### src/design/tsplf_pkg.sv
// Shared types, constants and coefficient decode for the four-tap sub-pel luma filter.
package tsplf_pkg;

    localparam int PIX_W       = 8;
    localparam int MAX_LANES   = 8;
    localparam int WORD_W      = PIX_W * MAX_LANES;
    localparam int LANES_DFLT  = 8;
    localparam int COEF_W      = 7;
    localparam int SUM_W       = 16;
    localparam int ROUND_OFS   = 16;
    localparam int ROUND_SHIFT = 5;

    localparam int APB_ADDR_W  = 3;
    localparam int APB_DATA_W  = 32;
    localparam int REG_IDX_W   = 1;
    localparam int FRAC_W      = 2;

    localparam logic [REG_IDX_W-1:0] REG_FRAC_POSITION = 1'b0;

    localparam logic [FRAC_W-1:0] FRAC_FULL    = 2'd0;
    localparam logic [FRAC_W-1:0] FRAC_QUARTER = 2'd1;
    localparam logic [FRAC_W-1:0] FRAC_HALF    = 2'd2;
    localparam logic [FRAC_W-1:0] FRAC_THREEQ  = 2'd3;

    typedef logic [PIX_W-1:0] pixel_t;

    typedef struct packed {
        logic signed [COEF_W-1:0] c_before;
        logic signed [COEF_W-1:0] c_center;
        logic signed [COEF_W-1:0] c_after;
        logic signed [COEF_W-1:0] c_after_two;
    } coef_set_t;

    typedef struct packed {
        logic main_valid;
        logic skid_valid;
    } queue_status_t;

    function automatic coef_set_t coef_for(input logic [FRAC_W-1:0] frac);
        coef_set_t c;
        unique case (frac)
            FRAC_FULL:    c = '{7'sd0,  7'sd32, 7'sd0,  7'sd0};
            FRAC_QUARTER: c = '{-7'sd1, 7'sd25, 7'sd9,  -7'sd1};
            FRAC_HALF:    c = '{-7'sd2, 7'sd18, 7'sd18, -7'sd2};
            FRAC_THREEQ:  c = '{-7'sd1, 7'sd9,  7'sd25, -7'sd1};
            default:      c = '{7'sd0,  7'sd32, 7'sd0,  7'sd0};
        endcase
        return c;
    endfunction

endpackage

### src/design/tsplf_lane.sv
// One filter lane: four-tap weighted sum, rounding shift and clip to 0..255.
module tsplf_lane
    import tsplf_pkg::*;
(
    input  coef_set_t coef,
    input  pixel_t    px_before,
    input  pixel_t    px_center,
    input  pixel_t    px_after,
    input  pixel_t    px_after_two,
    output pixel_t    px_out
);

    logic signed [SUM_W-1:0] prod_before;
    logic signed [SUM_W-1:0] prod_center;
    logic signed [SUM_W-1:0] prod_after;
    logic signed [SUM_W-1:0] prod_after_two;
    logic signed [SUM_W-1:0] sum;
    logic signed [SUM_W-1:0] scaled;

    // widen both operands first so the product keeps its full range
    assign prod_before    = SUM_W'(coef.c_before)    * SUM_W'($signed({1'b0, px_before}));
    assign prod_center    = SUM_W'(coef.c_center)    * SUM_W'($signed({1'b0, px_center}));
    assign prod_after     = SUM_W'(coef.c_after)     * SUM_W'($signed({1'b0, px_after}));
    assign prod_after_two = SUM_W'(coef.c_after_two) * SUM_W'($signed({1'b0, px_after_two}));

    assign sum    = prod_before + prod_center + prod_after + prod_after_two
                  + SUM_W'(ROUND_OFS);
    assign scaled = sum >>> ROUND_SHIFT;

    // clip: negative goes to zero, anything past the pixel range to full scale
    always_comb begin
        if (scaled < 0) begin
            px_out = '0;
        end else if (scaled > SUM_W'(2**PIX_W - 1)) begin
            px_out = '1;
        end else begin
            px_out = scaled[PIX_W-1:0];
        end
    end

endmodule

### src/design/tsplf_merge.sv
// Merge stage: packs lane results into one word and buffers it in an output register plus skid slot.
module tsplf_merge
    import tsplf_pkg::*;
#(
    parameter int LANES = LANES_DFLT
)
(
    input  logic                aclk,
    input  logic                aresetn,
    input  pixel_t              lane_px [LANES],
    input  logic                in_valid,
    output logic                in_ready,
    output logic                out_valid,
    input  logic                out_ready,
    output logic [WORD_W-1:0]   out_word,
    output queue_status_t       status
);

    logic [WORD_W-1:0] packed_word;
    logic [WORD_W-1:0] main_data_reg;
    logic [WORD_W-1:0] skid_data_reg;
    logic              main_valid_reg;
    logic              skid_valid_reg;
    logic              accept_in;
    logic              accept_out;

    genvar i;
    generate
        for (i = 0; i < MAX_LANES; i++) begin : g_pack
            if (i < LANES) begin : g_used
                assign packed_word[i*PIX_W +: PIX_W] = lane_px[i];
            end else begin : g_unused
                assign packed_word[i*PIX_W +: PIX_W] = '0;
            end
        end
    endgenerate

    assign in_ready   = !skid_valid_reg;
    assign accept_in  = in_valid && in_ready;
    assign accept_out = main_valid_reg && out_ready;

    always_ff @(posedge aclk) begin
        if (!aresetn) begin
            main_valid_reg <= 1'b0;
            skid_valid_reg <= 1'b0;
        end else if (accept_out || !main_valid_reg) begin
            // refill the output register, skid item first
            if (skid_valid_reg) begin
                main_valid_reg <= 1'b1;
                skid_valid_reg <= 1'b0;
            end else begin
                main_valid_reg <= accept_in;
            end
        end else if (accept_in) begin
            // output stalled: park the item in the skid slot
            skid_valid_reg <= 1'b1;
        end
    end

    always_ff @(posedge aclk) begin
        if (accept_out || !main_valid_reg) begin
            if (skid_valid_reg) begin
                main_data_reg <= skid_data_reg;
            end else if (accept_in) begin
                main_data_reg <= packed_word;
            end
        end else if (accept_in) begin
            skid_data_reg <= packed_word;
        end
    end

    assign out_valid         = main_valid_reg;
    assign out_word          = main_data_reg;
    assign status.main_valid = main_valid_reg;
    assign status.skid_valid = skid_valid_reg;

endmodule

### src/design/four_tap_subpel_luma_filter.sv
// Four-tap sub-pel luma filter top level: config register, filter lanes and merge stage.
// All lanes filter in parallel in one combinational pass; each result is then registered.
// Throughput: one item per cycle, while s_ready is high (skid slot free).
// A two-entry output buffer keeps accepting while one result waits to be taken.
// Reset (aresetn low, synchronous): buffer emptied, frac_position back to quarter (1).
module four_tap_subpel_luma_filter
    import tsplf_pkg::*;
#(
    parameter int LANES = LANES_DFLT
)
(
    input  logic                  aclk,
    input  logic                  aresetn,

    input  logic                  psel,
    input  logic                  penable,
    input  logic                  pwrite,
    input  logic [APB_ADDR_W-1:0] paddr,
    input  logic [APB_DATA_W-1:0] pwdata,
    output logic [APB_DATA_W-1:0] prdata,
    output logic                  pready,

    input  logic                  s_valid,
    output logic                  s_ready,
    input  logic [WORD_W-1:0]     s_tap_before,
    input  logic [WORD_W-1:0]     s_tap_center,
    input  logic [WORD_W-1:0]     s_tap_after,
    input  logic [WORD_W-1:0]     s_tap_after_two,

    output logic                  m_valid,
    input  logic                  m_ready,
    output logic [WORD_W-1:0]     m_filtered_pixels
);

    logic [FRAC_W-1:0]    frac_position_reg;
    logic [REG_IDX_W-1:0] reg_idx;
    logic                 cfg_write;
    coef_set_t            coef;
    pixel_t               lane_px [LANES];
    queue_status_t        q_status;

    assign pready    = 1'b1;
    assign reg_idx   = paddr[APB_ADDR_W-1 -: REG_IDX_W];
    assign cfg_write = psel && penable && pwrite && pready;

    always_ff @(posedge aclk) begin
        if (!aresetn) begin
            frac_position_reg <= FRAC_QUARTER;
        end else if (cfg_write && reg_idx == REG_FRAC_POSITION) begin
            frac_position_reg <= pwdata[FRAC_W-1:0];
        end
    end

    always_comb begin
        unique case (reg_idx)
            REG_FRAC_POSITION: prdata = APB_DATA_W'(frac_position_reg);
            default:           prdata = '0;
        endcase
    end

    assign coef = coef_for(frac_position_reg);

    genvar i;
    generate
        for (i = 0; i < LANES; i++) begin : g_lane
            tsplf_lane u_lane (
                .coef         (coef),
                .px_before    (s_tap_before[i*PIX_W +: PIX_W]),
                .px_center    (s_tap_center[i*PIX_W +: PIX_W]),
                .px_after     (s_tap_after[i*PIX_W +: PIX_W]),
                .px_after_two (s_tap_after_two[i*PIX_W +: PIX_W]),
                .px_out       (lane_px[i])
            );
        end
    endgenerate

    tsplf_merge #(
        .LANES (LANES)
    ) u_merge (
        .aclk      (aclk),
        .aresetn   (aresetn),
        .lane_px   (lane_px),
        .in_valid  (s_valid),
        .in_ready  (s_ready),
        .out_valid (m_valid),
        .out_ready (m_ready),
        .out_word  (m_filtered_pixels),
        .status    (q_status)
    );

    a_skid_needs_main: assert property (@(posedge aclk) disable iff (!aresetn)
        q_status.skid_valid |-> q_status.main_valid)
        else $error("skid slot holds an item while the output register is empty");

    a_item_reaches_output: assert property (@(posedge aclk) disable iff (!aresetn)
        (s_valid && s_ready && !m_valid) |=> m_valid)
        else $error("accepted item did not reach the output register");

    a_stall_fills_skid: assert property (@(posedge aclk) disable iff (!aresetn)
        (s_valid && s_ready && m_valid && !m_ready) |=> q_status.skid_valid)
        else $error("item accepted under stall was not parked");

    a_cfg_write_lands: assert property (@(posedge aclk) disable iff (!aresetn)
        (cfg_write && reg_idx == REG_FRAC_POSITION)
            |=> frac_position_reg == $past(pwdata[FRAC_W-1:0]))
        else $error("frac_position write was lost");

endmodule
### config.mk
export PLATFORM = sky130hd
export DESIGN_NAME = four_tap_subpel_luma_filter
export DESIGN_NICKNAME = d
export VERILOG_FILES = /design/src/design/tsplf_pkg.sv /design/src/design/tsplf_lane.sv /design/src/design/tsplf_merge.sv /design/src/design/four_tap_subpel_luma_filter.sv
export SDC_FILE = /design/constraint.sdc
export NUM_CORES = 2
export LEC_CHECK = 0
export ABC_AREA = 1
export BUFFER_PORTS_ARGS = -buffer_cell sky130_fd_sc_hd__buf_2
export CAP_MARGIN = 20
export CELL_PAD_IN_SITES_DETAIL_PLACEMENT = 1
export CELL_PAD_IN_SITES_GLOBAL_PLACEMENT = 2
export CORE_MARGIN = 4
export CORE_UTILIZATION = 40
export CTS_BUF_LIST = sky130_fd_sc_hd__clkbuf_4 sky130_fd_sc_hd__clkbuf_8 sky130_fd_sc_hd__clkbuf_16
export DETAILED_ROUTE_END_ITERATION = 8
export PLACE_DENSITY = 0.95
export SLEW_MARGIN = 20
export SYNTH_ARGS = -nofsm -noshare
export SYNTH_HDL_FRONTEND = slang
export SYNTH_HIERARCHICAL = 1
export SYNTH_SLANG_ARGS = --single-unit
### constraint.sdc
create_clock -name aclk -period 19.2 [get_ports aclk]
set_input_delay 0 -clock aclk [delete_from_list [all_inputs] [get_ports aclk]]
set_output_delay 0 -clock aclk [all_outputs]
set_load 0.05 [all_outputs]
---- Yosys cells after proc, flatten, opt, wreduce, memory -nomap -nowiden ----
Cells that the tools add are included.
word-level totals
  input bits .............................. 298
  logic and storage cells ................. 125
  register bits ........................... 132
cells by class
  muxes and demuxes ....................... 21
  equal/unequal tests ..................... 3
  bitwise operators ....................... 3
  $add $sub $neg .......................... 32
  $lt $le $gt $ge ......................... 16
  reduce and logical (&&, ||, !) cells .... 13
  multiply operators ...................... 32
operator list
  operator                                                                        count
  7-bit by 9-bit multiplier with 16-bit output                                    32
  16-bit adder                                                                    24
  16-bit by 6-bit adder with 16-bit output (second input constant)                8
  64-bit two-way mux                                                              2
  8-bit two-way mux                                                               16
  28-bit one-hot mux with 4 select lines                                          1
  11-bit by 9-bit > comparator with 1-bit output (second input constant)          8
  11-bit by 1-bit less-than comparator with 1-bit output (second input constant)  8
  1-bit logical AND                                                               5
  2-bit equality test (second input constant)                                     2
  2-bit AND reduction                                                             2
  1-bit inverter                                                                  3
  2-bit by 1-bit equality test with 1-bit output (second input constant)          1
  1-bit zero test                                                                 2
  2-bit zero test                                                                 1
  2-bit two-way mux                                                               1
  2-bit nonzero test                                                              1
  2-bit OR reduction                                                              1
  1-bit logical OR                                                                1
  1-bit two-way mux                                                               1

---- Longest topological paths before layout ----
  depth in word-level cells ............... 12
  gate-level depth with buffers ........... 37

---- Cells and area by module ----
The synthesis kept the hierarchy.
modules (own cells, without submodules)
  module                              cells an instance  area each (um^2)  instances  seq. area each (um^2)
  tsplf_lane at g_lane[2].u_lane ...  1123               8575.7            4          0.0
  tsplf_lane at g_lane[1].u_lane      1160               8662.1            1          0.0
  tsplf_lane at g_lane[0].u_lane      1126               8593.2            1          0.0
  tsplf_lane at g_lane[6].u_lane      1127               8580.7            1          0.0
  tsplf_lane at g_lane[7].u_lane      1112               8557.0            1          0.0
  tsplf_merge                         349                4780.8            1          3883.7
  four_tap_subpel_luma_filter         63                 440.4             1          40.0

---- Worst setup path after synthesis ----
Ideal clock, no wire load.
  path type ............................... reg-to-reg
  start ................................... register frac_position_reg[0]
  end ..................................... register u_merge.main_data_reg[6], in the netlist u_merge/out_word[6] (data pin)
  cell stages (with the launch flop) ...... 33
  path buffers ............................ 0
  setup slack ............................. 8.498 ns
  setup time .............................. 0.252 ns
  arrival ................................. 10.450 ns
  cells stage by stage .................... dfxtp_1 -> inv_1 -> ha_1 -> inv_1 -> clkinv_1 -> or2_2 -> fa_1 -> inv_1 -> fa_1 -> fa_1 -> inv_1 -> fa_1 -> inv_1 -> fa_1 -> fa_1 -> fa_1 -> inv_1 -> fa_1 -> inv_1 -> ha_1 -> nand2_1 -> inv_1 -> nand2_1 -> inv_1 -> and2_1 -> nand2_1 -> nand3_1 -> nand2_4 -> nand2_2 -> nor2_2 -> nor2_2 -> nand2_1 -> nand2_1
RTL lines
  what                    RTL line                           text
  start, declared         four_tap_subpel_luma_filter.sv:35  logic [FRAC_W-1:0] frac_position_reg;
  start signal, assigned  four_tap_subpel_luma_filter.sv:50  frac_position_reg <= pwdata[FRAC_W-1:0];
  end signal, assigned    tsplf_merge.sv:63                  main_data_reg <= skid_data_reg;
  end signal, assigned    tsplf_merge.sv:65                  main_data_reg <= packed_word;
  end, declared           tsplf_merge.sv:20                  logic [WORD_W-1:0] main_data_reg;

==> key figures <==
Worst setup path
  • Crit-path max FO: 118
  • CP endpoint kind: register
  • Crit path DAT: 10.16 ns
  • Largest stage delay, worst path: 0.69 ns
  • WP data required: 19.44 ns
  • CP most frequent cell: fa_1
  • Worst R2R Setup Slack: 9.28 ns
  • CP Launch Type: register
  • Critical path class: reg2reg
  • Slowest stage cell, crit path: buf_4

Timing
  • Slew Viols, Final: 0
  • Fin. Hold Viols: 0
  • Final worst-path cycle share: 0.517
  • Final setup vio count: 0
  • Highest clock rate: around 100 MHz
  • Final worst path period need: ~10 ns
  • Skew final: around 0.022 ns
  • Worst-margin pin slew: 1.02 ns
  • Slew margin rel.: 0.320
  • Unrepaired setup endpoints after global routing: false
  • Post-route setup TNS: 0 ns

Detailed routing
  • Detail Route Antenna Nets: 0
  • Post-route DRC: 0
  • Vias post-DR: between 50,000 and 60,000
  • Starting DRT DRC Count: just over 2,000
  • Routed WL: a little over 200 mm
  • Via density: 4.61
  • TritonRoute pass-1 iters: 5
  • DR WL/cell: 16.9 um

Global route
  • Antenna violations before repair: 51
  • GR Overflow Total: 0
  • Largest net degree at the start of global routing: 177
  • Vias in the first global route: 65,900
  • GRT Overall Usage: 0.222
  • Global-route wire length before repair: 341 mm

Synthesis
  • Syn Inst Count: 9,427
  • Mapped cell area: 0.0739 mm2
  • YS warnings: 6
  • Syn_area_per_cell: 7.84 um2

Floorplan
  • Die area: 0.192 mm2
  • Core Rows: between 150 and 200
  • Top-level I/O count: between 300 and 400
  • Die X: 438 um
  • Core Footprint: 0.183 mm2
  • Initial Util: 0.403
  • Die height: approximately 440 um

CTS
  • CTS sink cnt: 132
  • Clk root buf: clkbuf_16
  • Post-CTS resize count: 0
  • Clk buf depth: 2
  • CTS Buf Count: 17
  • # H-tree levels: 4
  • CTS tree: yes
  • Clock Latency Late Sink: 0.50 ns
  • CTS clk-pin slew, worst paths: roughly 0.060 ns

Min path
  • Worst Hold Class: in2reg

Cells and area
  • Fillcell total: 22,900
  • Nets: 12,300
  • Area Growth Syn to Fin: 6.83%
  • Share of layout cells above drive strength 1: 0.0733
  • Reg area: 0.00393 mm2
  • Most frequent cells in the layout: 3,364 x inv_1, 2,335 x nand2_1, 1,576 x fa_1, 803 x ha_1, 333 x buf_2
  • Multi-input gate area: about 0.056 mm2
  • Final core occ: 0.430
  • Most common cell after layout, fill and taps aside: inv_1

Placed design
  • I/O Buffers: ~330
  • Gpl congestion: between 0.8 and 0.9
  • Detailed Place HPWL: 179 mm

Flow run
  • Max_cap viols: 0

Status
  • Outcome: finished, final reports clean
stage by stage:
stage               instances  cell area, um2  hold slack, ns  setup slack (ns)
floorplan                9512           74200          0.0847              8.50
global placement        12100           78100           0.220              9.53
detailed placement      12100           78100           0.225              9.31
CTS                     12100           78900           0.311              9.29
global route            12200           78900           0.392              8.78
finish                  12200           78900           0.353              9.28
critical path: cells and delay by family (launching register included):
| family | cells | cell delay, ns |
|---|---|---|
| and+or+nand+nor | 8 | 1.25 |
| AOI/OAI and AO/OA | 2 | 0.50 |
| buffers and inverters | 9 | 2.79 |
| adders and majority gates | 10 | 4.57 |
| DFF | 1 | 0.43 |
metal layers:
| metal | part of all wire | up-vias | global-route usage | wire (um) |
|---|---|---|---|---|
| met4 | 0.041 | 2 | 0.0874 | 8350 |
| met2 | 0.54 | 740 | 0.422 | 111000 |
| li1 | - | 26300 | - | - |
| met1 | 0.40 | 28800 | 0.262 | 82200 |
| met3 | 0.020 | 284 | 0.0114 | 4190 |
| met5 | 0.000097 | - | 0 | 20 |
final cells by class:
| cell class | instances | share of cell area |
|---|---|---|
| multi-input cells | 5719 | 0.714 |
| inverters | 3420 | 0.163 |
| flip-flops and latches | 132 | 0.0497 |
| well taps | 2464 | 0.0391 |
| repair buffers | 366 | 0.0250 |
| clock buffers | 18 | 0.00548 |
| clock inverters | 13 | 0.00265 |
| diodes | 37 | 0.00117 |
worst paths after layout:
path,end,cells past startpoint,from
worst min-delay path,u_merge/skid_data_reg[56],9,s_tap_before[56]
worst max register to register,u_merge/out_word[52],29,frac_position_reg[1]
worst min register to register,u_merge/out_word[12],2,u_merge/skid_data_reg[12]
worst max-delay path,u_merge/out_word[52],29,frac_position_reg[1]
what timing repair did:
action                     CTS  global route
setup buffers                0             0
hold buffers                10             0
hold endpoints to repair     4             0
setup endpoints to repair    0             0
Power is not shown: default switching activity piles up to over one toggle a cycle in this logic, so the estimate is an artifact.
